### config.mk
export PLATFORM = sky130hd
export DESIGN_NAME = four_level_page_table_walker
export DESIGN_NICKNAME = d
export VERILOG_FILES = /design/src/hdl/fltw_pkg.sv /design/src/hdl/fltw_front.sv /design/src/hdl/fltw_queue.sv /design/src/hdl/fltw_back.sv /design/src/hdl/four_level_page_table_walker.sv
export SDC_FILE = /design/constraint.sdc
export NUM_CORES = 1
export LEC_CHECK = 0
export ABC_CLOCK_PERIOD_IN_PS = 14990
export CORE_MARGIN = 2
export CORE_UTILIZATION = 45
export CTS_CLUSTER_SIZE = 20
export DETAILED_ROUTE_END_ITERATION = 16
export DONT_BUFFER_PORTS = 1
export GPL_ROUTABILITY_DRIVEN = 0
export GPL_TIMING_DRIVEN = 0
export HOLD_SLACK_MARGIN = 0.03
export PLACE_DENSITY_LB_ADDON = 0.2
export SYNTH_ARGS = -nofsm -noshare
export SYNTH_HDL_FRONTEND = slang
export SYNTH_SLANG_ARGS = --single-unit
export TNS_END_PERCENT = 50
### constraint.sdc
create_clock -name clk -period 14.99 [get_ports clk]
set_input_delay 0.7495 -clock clk [delete_from_list [all_inputs] [get_ports clk]]
set_output_delay 0.7495 -clock clk [all_outputs]
set_load 0.02 [all_outputs]
### src/hdl/fltw_pkg.sv
// ----------------------------------------------------------------------------
// fltw_pkg
// Types, codes and helpers shared by the four-level page table walker.
// ----------------------------------------------------------------------------
`default_nettype none

package fltw_pkg;

  localparam int VA_W    = 64;
  localparam int HVA_W   = 48;
  localparam int PA_W    = 52;
  localparam int ENTRY_W = 64;
  localparam int PAB_W   = 6;
  localparam int LVL_W   = 3;

  localparam logic [PAB_W-1:0] PAB_MIN   = 6'd36;
  localparam logic [PAB_W-1:0] PAB_MAX   = 6'd52;
  localparam logic [PAB_W-1:0] PAB_RESET = 6'd52;

  localparam logic [16:0] HIGH_ALL_ONE = 17'h1ffff;

  // result kinds
  localparam logic RK_READ = 1'b0;
  localparam logic RK_DONE = 1'b1;

  // input kinds
  localparam logic IK_REQUEST  = 1'b0;
  localparam logic IK_RESPONSE = 1'b1;

  // status codes
  localparam logic [1:0] ST_OK        = 2'd0;
  localparam logic [1:0] ST_FAULT     = 2'd1;
  localparam logic [1:0] ST_IDLE_RESP = 2'd2;

  // entry bits
  localparam int B_PRESENT = 0;
  localparam int B_WRITE   = 1;
  localparam int B_USER    = 2;
  localparam int B_LARGE   = 7;
  localparam int B_NX      = 63;

  localparam logic [LVL_W-1:0] LVL_NONE = 3'd0;
  localparam logic [LVL_W-1:0] LVL_1    = 3'd1;
  localparam logic [LVL_W-1:0] LVL_2    = 3'd2;
  localparam logic [LVL_W-1:0] LVL_3    = 3'd3;
  localparam logic [LVL_W-1:0] LVL_4    = 3'd4;

  typedef struct packed {
    logic                kind;
    logic [VA_W-1:0]     virt_addr;
    logic [PA_W-1:0]     root_table;
    logic [ENTRY_W-1:0]  read_data;
  } in_item_t;

  typedef struct packed {
    logic             result_kind;
    logic [PA_W-1:0]  read_addr;
    logic [1:0]       status;
    logic [PA_W-1:0]  phys_addr;
    logic             perm_user;
    logic             perm_write;
    logic             no_exec;
    logic [1:0]       page_size;
  } out_item_t;

  // classified operation handed from front to back
  typedef enum logic [1:0] {
    OP_FAULT      = 2'd0,
    OP_WALK_START = 2'd1,
    OP_ENTRY      = 2'd2
  } op_code_t;

  typedef struct packed {
    op_code_t            code;
    logic [HVA_W-1:0]    va;
    logic [ENTRY_W-1:0]  data;  // first read address on a start, entry on a response
  } op_t;

  // 9-bit table index of a virtual address at a given level
  function automatic logic [8:0] table_index(input logic [HVA_W-1:0] va,
                                             input logic [LVL_W-1:0] lvl);
    logic [8:0] idx;
    case (lvl)
      LVL_1:   idx = va[20:12];
      LVL_2:   idx = va[29:21];
      LVL_3:   idx = va[38:30];
      LVL_4:   idx = va[47:39];
      default: idx = va[20:12];
    endcase
    return idx;
  endfunction

endpackage

`default_nettype wire

### src/hdl/fltw_front.sv
// ----------------------------------------------------------------------------
// fltw_front
// Classifies each incoming item: canonical and root checks on requests,
// first table entry address, or pass-through of an entry response.
// ----------------------------------------------------------------------------
`default_nettype none

module fltw_front (
  input  var fltw_pkg::in_item_t item,
  output var fltw_pkg::op_t      op
);

  logic [16:0]               high_bits;
  logic                      canonical;
  logic                      root_ok;
  logic [fltw_pkg::PA_W-1:0] first_addr;

  assign high_bits = item.virt_addr[63:47];
  assign canonical = (high_bits == 17'd0) || (high_bits == fltw_pkg::HIGH_ALL_ONE);
  assign root_ok   = (item.root_table != '0);

  // root plus index times 8, wrapping within the physical address width
  assign first_addr = item.root_table
                    + {40'd0,
                       fltw_pkg::table_index(item.virt_addr[47:0], fltw_pkg::LVL_4),
                       3'b000};

  always_comb begin
    op.va   = item.virt_addr[47:0];
    op.data = item.read_data;
    if (item.kind == fltw_pkg::IK_RESPONSE) begin
      op.code = fltw_pkg::OP_ENTRY;
    end else if (canonical && root_ok) begin
      op.code = fltw_pkg::OP_WALK_START;
      op.data = {12'd0, first_addr};
    end else begin
      op.code = fltw_pkg::OP_FAULT;
    end
  end

endmodule

`default_nettype wire

### src/hdl/fltw_queue.sv
// ----------------------------------------------------------------------------
// fltw_queue
// Small first-in first-out queue of classified operations between the
// front and the back of the walker.
// ----------------------------------------------------------------------------
`default_nettype none

module fltw_queue #(
  parameter int DEPTH = 4
) (
  input  var logic          clk,
  input  var logic          rst,
  input  var logic          wr_en,
  input  var fltw_pkg::op_t wr_op,
  output var logic          full,
  input  var logic          rd_en,
  output var logic          rd_valid,
  output var fltw_pkg::op_t rd_op
);

  localparam int PTR_W = (DEPTH > 1) ? $clog2(DEPTH) : 1;
  localparam int CNT_W = $clog2(DEPTH + 1);
  localparam logic [PTR_W-1:0] LAST = PTR_W'(DEPTH - 1);

  fltw_pkg::op_t    slots [DEPTH];
  logic [PTR_W-1:0] wr_ptr;
  logic [PTR_W-1:0] rd_ptr;
  logic [CNT_W-1:0] count;
  logic             do_wr;
  logic             do_rd;

  assign full     = (count == CNT_W'(DEPTH));
  assign rd_valid = (count != '0);
  assign rd_op    = slots[rd_ptr];
  assign do_wr    = wr_en && !full;
  assign do_rd    = rd_en && rd_valid;

  always_ff @(posedge clk) begin
    if (do_wr) begin
      slots[wr_ptr] <= wr_op;
    end
  end

  always_ff @(posedge clk) begin
    if (rst) begin
      wr_ptr <= '0;
      rd_ptr <= '0;
      count  <= '0;
    end else begin
      if (do_wr) begin
        wr_ptr <= (wr_ptr == LAST) ? '0 : wr_ptr + 1'b1;
      end
      if (do_rd) begin
        rd_ptr <= (rd_ptr == LAST) ? '0 : rd_ptr + 1'b1;
      end
      case ({do_wr, do_rd})
        2'b10:   count <= count + 1'b1;
        2'b01:   count <= count - 1'b1;
        default: count <= count;
      endcase
    end
  end

endmodule

`default_nettype wire

### src/hdl/fltw_back.sv
// ----------------------------------------------------------------------------
// fltw_back
// Walk engine: holds walk state, address width register and result for the consumer,
// carrying out one queued operation per cycle while no result waits or it is popped.
// ----------------------------------------------------------------------------
`default_nettype none

module fltw_back (
  input  var logic                         clk,
  input  var logic                         rst,
  input  var logic                         cfg_we,
  input  var logic [fltw_pkg::PAB_W-1:0]   cfg_data,
  input  var logic                         op_valid,
  input  var fltw_pkg::op_t                op,
  output var logic                         op_take,
  output var logic                         empty,
  input  var logic                         pop,
  output var fltw_pkg::out_item_t          result
);

  logic [fltw_pkg::PAB_W-1:0] phys_addr_bits;
  logic                       walk_busy;
  logic [fltw_pkg::LVL_W-1:0] walk_level;
  logic [fltw_pkg::HVA_W-1:0] held_virt_addr;
  logic [1:0]                 allow_bits;
  logic                       nx_seen;
  logic                       out_valid;

  logic                       walk_busy_next;
  logic [fltw_pkg::LVL_W-1:0] walk_level_next;
  logic [fltw_pkg::HVA_W-1:0] held_virt_addr_next;
  logic [1:0]                 allow_bits_next;
  logic                       nx_seen_next;
  fltw_pkg::out_item_t        res;

  logic [fltw_pkg::PAB_W-1:0] width_eff;
  logic [fltw_pkg::PA_W-1:0]  frame_mask;
  logic [fltw_pkg::PA_W-1:0]  frame;
  logic [fltw_pkg::PA_W-1:0]  off_mask;
  logic [fltw_pkg::LVL_W-1:0] lvl;
  logic [fltw_pkg::LVL_W-1:0] lvl_down;
  logic                       leaf;
  logic [1:0]                 allow_upd;

  assign empty   = !out_valid;
  assign op_take = op_valid && (!out_valid || pop);

  always_comb begin
    if (phys_addr_bits < fltw_pkg::PAB_MIN) begin
      width_eff = fltw_pkg::PAB_MIN;
    end else if (phys_addr_bits > fltw_pkg::PAB_MAX) begin
      width_eff = fltw_pkg::PAB_MAX;
    end else begin
      width_eff = phys_addr_bits;
    end
    for (int i = 0; i < fltw_pkg::PA_W; i++) begin
      frame_mask[i] = (i >= 12) && (fltw_pkg::PAB_W'(i) < width_eff);
    end
  end

  assign frame = op.data[fltw_pkg::PA_W-1:0] & frame_mask;

  // a corrupted level reads as level 1
  assign lvl = ((walk_level == fltw_pkg::LVL_NONE) || (walk_level > fltw_pkg::LVL_4))
             ? fltw_pkg::LVL_1 : walk_level;
  assign lvl_down = lvl - 1'b1;

  always_comb begin
    case (lvl)
      fltw_pkg::LVL_2: off_mask = {31'd0, 21'h1fffff};
      fltw_pkg::LVL_3: off_mask = {22'd0, 30'h3fffffff};
      default:         off_mask = {40'd0, 12'hfff};
    endcase
  end

  assign leaf = (lvl == fltw_pkg::LVL_1)
             || (((lvl == fltw_pkg::LVL_2) || (lvl == fltw_pkg::LVL_3))
                 && op.data[fltw_pkg::B_LARGE]);
  assign allow_upd = allow_bits & {op.data[fltw_pkg::B_USER], op.data[fltw_pkg::B_WRITE]};

  always_comb begin
    walk_busy_next      = walk_busy;
    walk_level_next     = walk_level;
    held_virt_addr_next = held_virt_addr;
    allow_bits_next     = allow_bits;
    nx_seen_next        = nx_seen;
    res                 = '0;
    res.result_kind     = fltw_pkg::RK_DONE;
    res.status          = fltw_pkg::ST_FAULT;
    case (op.code)
      fltw_pkg::OP_WALK_START: begin
        walk_busy_next      = 1'b1;
        walk_level_next     = fltw_pkg::LVL_4;
        held_virt_addr_next = op.va;
        allow_bits_next     = 2'b11;
        nx_seen_next        = 1'b0;
        res.result_kind     = fltw_pkg::RK_READ;
        res.status          = fltw_pkg::ST_OK;
        res.read_addr       = op.data[fltw_pkg::PA_W-1:0];
      end
      fltw_pkg::OP_ENTRY: begin
        if (!walk_busy) begin
          res.status = fltw_pkg::ST_IDLE_RESP;
        end else if (!op.data[fltw_pkg::B_PRESENT]) begin
          walk_busy_next  = 1'b0;
          walk_level_next = fltw_pkg::LVL_NONE;
        end else begin
          allow_bits_next = allow_upd;
          nx_seen_next    = nx_seen | op.data[fltw_pkg::B_NX];
          if (leaf) begin
            walk_busy_next  = 1'b0;
            walk_level_next = fltw_pkg::LVL_NONE;
            res.status      = fltw_pkg::ST_OK;
            res.phys_addr   = (frame & ~off_mask)
                            | ({4'd0, held_virt_addr} & off_mask);
            res.perm_user   = allow_upd[1];
            res.perm_write  = allow_upd[0];
            res.no_exec     = nx_seen | op.data[fltw_pkg::B_NX];
            res.page_size   = lvl_down[1:0];
          end else begin
            walk_level_next = lvl_down;
            res.result_kind = fltw_pkg::RK_READ;
            res.status      = fltw_pkg::ST_OK;
            // table frame is 4 KiB aligned, so the index simply fills the low bits
            res.read_addr   = {frame[fltw_pkg::PA_W-1:12],
                               fltw_pkg::table_index(held_virt_addr, lvl_down),
                               3'b000};
          end
        end
      end
      default: begin
        walk_busy_next  = 1'b0;
        walk_level_next = fltw_pkg::LVL_NONE;
      end
    endcase
  end

  always_ff @(posedge clk) begin
    if (rst) begin
      phys_addr_bits <= fltw_pkg::PAB_RESET;
      walk_busy      <= 1'b0;
      walk_level     <= fltw_pkg::LVL_NONE;
      held_virt_addr <= '0;
      allow_bits     <= '0;
      nx_seen        <= 1'b0;
      out_valid      <= 1'b0;
    end else begin
      if (cfg_we) begin
        phys_addr_bits <= cfg_data;
      end
      if (op_take) begin
        walk_busy      <= walk_busy_next;
        walk_level     <= walk_level_next;
        held_virt_addr <= held_virt_addr_next;
        allow_bits     <= allow_bits_next;
        nx_seen        <= nx_seen_next;
        out_valid      <= 1'b1;
      end else if (pop) begin
        out_valid <= 1'b0;
      end
    end
  end

  always_ff @(posedge clk) begin
    if (op_take) begin
      result <= res;
    end
  end

endmodule

`default_nettype wire

### src/hdl/four_level_page_table_walker.sv
// ----------------------------------------------------------------------------
// four_level_page_table_walker
// Four-level page table walker with queue-style request and result ports.
// ----------------------------------------------------------------------------
// One item (translate request or table entry response) is accepted per clock
// cycle while full is low, and each gives exactly one result. An item passes
// through the classifier into an operation queue of QUEUE_DEPTH entries at the
// edge that accepts it; the walk engine retires one queued operation per cycle
// while its result register is empty or being popped, and registers the result
// there as it takes the operation. The queue and the single result register
// together absorb QUEUE_DEPTH + 1 items while pop stays low; full rises only
// when both are occupied. The address width register takes a write in every
// cycle (cfg_ready is high).
`default_nettype none

module four_level_page_table_walker #(
  parameter int QUEUE_DEPTH = 4
) (
  input  var logic                        clk,
  input  var logic                        rst,
  input  var logic                        push,
  output var logic                        full,
  input  var fltw_pkg::in_item_t          item,
  output var logic                        empty,
  input  var logic                        pop,
  output var fltw_pkg::out_item_t         result,
  input  var logic                        cfg_valid,
  output var logic                        cfg_ready,
  input  var logic [fltw_pkg::PAB_W-1:0]  cfg_data
);

  fltw_pkg::op_t front_op;
  fltw_pkg::op_t head_op;
  logic          head_valid;
  logic          head_take;

  assign cfg_ready = 1'b1;

  fltw_front u_front (
    .item (item),
    .op   (front_op)
  );

  fltw_queue #(
    .DEPTH (QUEUE_DEPTH)
  ) u_queue (
    .clk      (clk),
    .rst      (rst),
    .wr_en    (push),
    .wr_op    (front_op),
    .full     (full),
    .rd_en    (head_take),
    .rd_valid (head_valid),
    .rd_op    (head_op)
  );

  fltw_back u_back (
    .clk      (clk),
    .rst      (rst),
    .cfg_we   (cfg_valid && cfg_ready),
    .cfg_data (cfg_data),
    .op_valid (head_valid),
    .op       (head_op),
    .op_take  (head_take),
    .empty    (empty),
    .pop      (pop),
    .result   (result)
  );

endmodule

`default_nettype wire

# Yosys cells after proc, flatten, opt, wreduce, memory -nomap -nowiden
# Memories as Yosys holds them, arrays and structs flattened. A register that Yosys moved wholly into a read port is not among the register bits.
# Cells that the tools add are included.
[op_classes]
n_eq_ne = 16
add_sub_neg = 6
bitwise_logic = 7
mux = 38
n_reduce_logical = 23
n_lt_le_gt_ge = 43
[op_table]
columns = ["cell", "n"]
rows = [
  ["$mux 64", 2],
  ["$lt 6x6->1 const A", 20],
  ["$mux 112", 1],
  ["$pmux 55 s2", 1],
  ["$mux 53", 2],
  ["$and 52x52->52", 2],
  ["$lt 5x6->1 const A", 16],
  ["$pmux 30 s2", 1],
  ["$mux 57", 1],
  ["$add 52x12->52", 1],
  ["$and 48x52->52", 1],
  ["$not 52->52", 1],
  ["$or 52x52->52", 1],
  ["$reduce_bool 52->1", 1],
  ["$pmux 9 s3", 1],
  ["$lt 4x6->1 const A", 4],
  ["$eq 17x17->1 const B", 1],
  ["$logic_not 17->1", 1],
  ["$mux 2", 8],
  ["$eq 3x2->1 const B", 4],
  ["$mux 3", 4],
  ["$mux 6", 2],
  ["$pmux 3 s2", 2],
  ["$mux 1", 10],
  ["23 further kinds", 45],
]
[word_totals]
n_memories = 1
mem_bits_rw = 456
ff_bits = 181
inputBits = 192
elab_cells = 152
[mem_list]
columns = ["memory", "words", "word_bits", "read_ports", "rd_clocked_by_memory_dff", "write_ports", "line", "source"]
rows = [
  ["u_queue.slots", 4, 114, 1, 1, 1, "fltw_queue.sv:25", "fltw_pkg::op_t slots [DEPTH];"],
]

# Depth between registers and ports, before layout
[depth]
depth_word = 12
ltp_mapped = 13

# By module
# A second synthesis with hierarchy kept.
[hier_totals]
hier_cells = 1706
hier_area_um2 = 26738.1
[by_module_without_submodules]
columns = ["module", "area_per_inst_um2", "instances", "cells_per_inst"]
rows = [
  ["fltw_queue", 16950.0, 1, 650],
  ["fltw_back", 7196.9, 1, 676],
  ["fltw_front", 2580.0, 1, 378],
  ["four_level_page_table_walker", 11.3, 1, 2],
]

# Worst setup path after synthesis
# No wires, ideal clock.
[synth_path]
path_type = "input-to-reg"
from = "in pop"
to = "reg u_queue.count[2]"
t_arrival_ns = 5.884
setup_slack_ns = 9.036
cell_stages = 9
cell_sequence = "inv_1 > a21oi_1 > clkbuf_1 > ha_1 > inv_1 > fa_1 > xor2_1 > or3_1 > a21oi_1"
[synth_between]
elab_chain_cells = 5
word_cells_on_any_way = 7
classes_between = "eq/ne: 2; mux: 1; reduce/logical: 4"
[synth_rtl]
columns = ["item", "line", "source"]
rows = [
  ["from (decl)", "four_level_page_table_walker.sv:25", "input var logic pop,"],
  ["$logic_or 1x1->1 (*)", "fltw_back.sv:46", "assign op_take = op_valid && (!out_valid || pop);"],
  ["$logic_and 1x1->1 (*)", "fltw_back.sv:46", ""],
  ["via head_take", "four_level_page_table_walker.sv:35", "logic head_take;"],
  ["$logic_and 1x1->1 (*)", "fltw_queue.sv:36", "assign do_rd = rd_en && rd_valid;"],
  ["$eq 2x1->1 or $eq 2x2->1 (tied branches)", "fltw_queue.sv:56", "case ({do_wr, do_rd})"],
  ["$pmux 3 s2 or $reduce_bool 2->1 (tied branches)", "n/a", ""],
  ["to (signal assigned)", "fltw_queue.sv:57", "2'b10: count <= count + 1'b1;"],
  ["to (signal assigned)", "fltw_queue.sv:58", "2'b01: count <= count - 1'b1;"],
  ["to (signal assigned)", "fltw_queue.sv:59", "default: count <= count;"],
  ["to (decl)", "fltw_queue.sv:28", "logic [CNT_W-1:0] count;"],
]
# The timed path passes the listed nets; every way through them passes the cells marked *.
# A chain may end at the register's enable or synchronous reset.

==> reports/results.tsv <==
metric	value	unit
slew_viol_final	0	
io_buffer_count	0	
n_fill_cell	4475	
path_class	flop to flop	
clkPwrFrac	29.5	%
final_cell_mix	edfxtp_1 (524), nand2_1 (158), a21oi_1 (144)	
start_kind	flop	
io_pins	307	
path_clk_slew	60	ps
clockBufferDepth	3	
ant_nets	0	
cts_setup_buffers	0	
dr_total_vias	14100	
clock-skew-final	23.7	ps
routed_via_density	5.86	
die_area	0.0565	sq mm
rsz0062_at_grt	false	
cts_repair_resize_count	0	
synthArstFlopShare	0	%
tritoncts	built	
synth_top_area_share	64.1	%
syn_to_final_growth	12.6	%
synth_edf_count	524	
finalNetCount	1876	
clockRootBuffer	clkbuf_16	
clkLatencyLatePin	640	ps
fin_ws	10700	ps
layout.area.seq	0.0172	sq mm
first_pass_iters	8	
synth_warnings	0	
final_common_cell	edfxtp_1	
ir_drop	96.9	uV
grt_pass1_wl	91.7	mm
fin_crit_sh	28.6	%
slew_headroom	29.8	%
antenna_found_initial	2	
hold_viol	0	
post-place-ws	10710	ps
synthTopCellsByArea	edfxtp_1 (64%), mux4_2 (9.4%), dfxtp_1 (5.8%)	
switching_share	32.1	%
period_minus_slack	4290	ps
ys_seq_area_share	69.8	%
clock-sinks	595	
setup_viol	0	
tns	0	ps
die_h	238	um
max_freq	233	MHz
end_kind	flop	
internal_power	3.41	mW
leakage	8.86	nW
status	complete, no violations	
crit_arrival	4780	ps
wl	63.6	mm
synth-main-ff-cell	edfxtp_1	
grt-ovfl-total	0	
post_drt_wl_per_cell	26.4	um
layout-drive-gt1-share	15.7	%
seqPwrFrac	50.4	%
p_per_area	182	mW/mm^2
first_iter_violations	1258	
grt_usage	22.4	%
coreArea	0.0539	sq mm
die_x	238	um
netlist_area	0.0246	sq mm
yosysTopAreaCell	edfxtp_1	
switchingPower	1.62	mW
cp_data_required_time	15470	ps
hpwl	46.0	mm
synth_seq_cells	595	
cp_max_fo	10	
syn_inst	1591	
worst_pin_slew	1050	ps
multi_input_area	0.00692	sq mm
cts_made_buffers	59	
ctsHoldBuffers	0	
syn_area_per_cell	15.4	sq um
combPwrFrac	20.1	%
power	5.03	mW
cts_max_level	2	
grt_pass1_vias	13900	
row_count	85	
start_util	45.6	%
grt_max_degree	63	
ys_types	65	
worstHoldPathType	input pin to flop	
syn_nets	1807	
maxCapViolCount	0	
route.detailed.drc	0	
cells in the mapped netlist, types with 14 or more instances:
cell type and count:
edfxtp_1 524, nand2_1 158, a21oi_1 144, mux4_2 103, nor2_1 94, dfxtp_1 71
clkbuf_1 52, and3_1 41, xnor2_1 39, and2_1 35, nor2b_1 24, nor4_1 24
nand3_1 23, buf_2 22, ha_1 22, inv_1 20, nand4_1 18, mux2i_1 14
nor3_1 14
power by group through the flow:
stage	Combinational (mW)	Sequential, mW	Clock, mW
finish	1.01	2.54	1.48
global route	1.09	2.56	1.57
CTS	1.02	2.54	1.51
detailed placement	1.02	2.58	0
global placement	0.978	2.64	0
floorplan	0.670	2.53	0
worst max-delay path, stage by stage (launching register included):
cell and delay [ps]:
dfxtp_1 310, clkbuf_2 150, clkbuf_1 670, buf_2 490
mux4_2 620, inv_1 90, ha_1 240, nand3_1 220
nor3_1 670, clkbuf_1 440, and3_1 240
logic make-up after synthesis:
| kind of cell | count (synthesis) | synth area share [%] |
|---|---|---|
| compound gates | 225 | 5.36 |
| flops | 595 | 69.8 |
| fa+ha+maj | 24 | 1.28 |
| buf+inv | 112 | 2.01 |
| other cells | 1 | 0.0153 |
| mux | 129 | 10.6 |
| xor+xnor | 48 | 1.71 |
| simple gates | 457 | 9.20 |
state kept, by name, indices dropped and copies added, names as in the netlist, named ones only:
| register | count |
|---|---|
| u_back.allow_bits | 2 |
| u_back.held_virt_addr | 48 |
| u_back.nx_seen | 1 |
| u_back.out_valid | 1 |
| u_back.phys_addr_bits | 6 |
| u_back.result | 112 |
| u_back.walk_busy | 1 |
| u_back.walk_level | 3 |
| u_queue.count | 3 |
| u_queue.rd_ptr | 2 |
| u_queue.slots | 412 |
| u_queue.wr_ptr | 2 |
stage by stage:
step / std cells / instance area [sq um] / hold slack [ps] / util, %
floorplan: 1591 / 24600 / 432 / -
global placement: 2287 / 25400 / 438 / 47.2
detailed placement: 2295 / 25700 / 443 / 47.6
CTS: 2404 / 27600 / 172 / 51.3
global route: 2405 / 27600 / 184 / 51.3
finish: 2407 / 27600 / 203 / 51.3
metal layers:
metal | global-route usage (%) | wire length, um | vias up
met4 | 6.04 | 1370 | 0
li1 | - | - | 6264
met5 | 0 | 0 | -
met1 | 31.7 | 27500 | 7212
met3 | 5.48 | 5120 | 92
met2 | 34.9 | 29500 | 539
cell type report:
type,instances,share of cell area [%]
antenna,3,0.0272
buffer,92,1.53
clock buffer,69,5.66
clock inverter,40,1.48
inverter,20,0.272
multi-input combinational,884,25.0
sequential,595,62.1
tap,696,3.15
timing repair buffer,8,0.796
path summary, 6_finish.rpt:
| check | start | end | slack, ps | cells past startpoint |
|---|---|---|---|---|
| max | flop | u_back.result[55]$_SDFFCE_PN0P_ | 10700 | 10 |
| min | item[124] | u_queue.slots[2][72]$_DFFE_PP_ | 200 | 0 |
| max reg2reg | flop | u_back.result[55]$_SDFFCE_PN0P_ | 10700 | 10 |
| min reg2reg | u_back.held_virt_addr[10]$_SDFFE_PP0P_ | u_back.held_virt_addr[10]$_SDFFE_PP0P_ | 450 | 2 |
(Power assumes the default switching activity.)
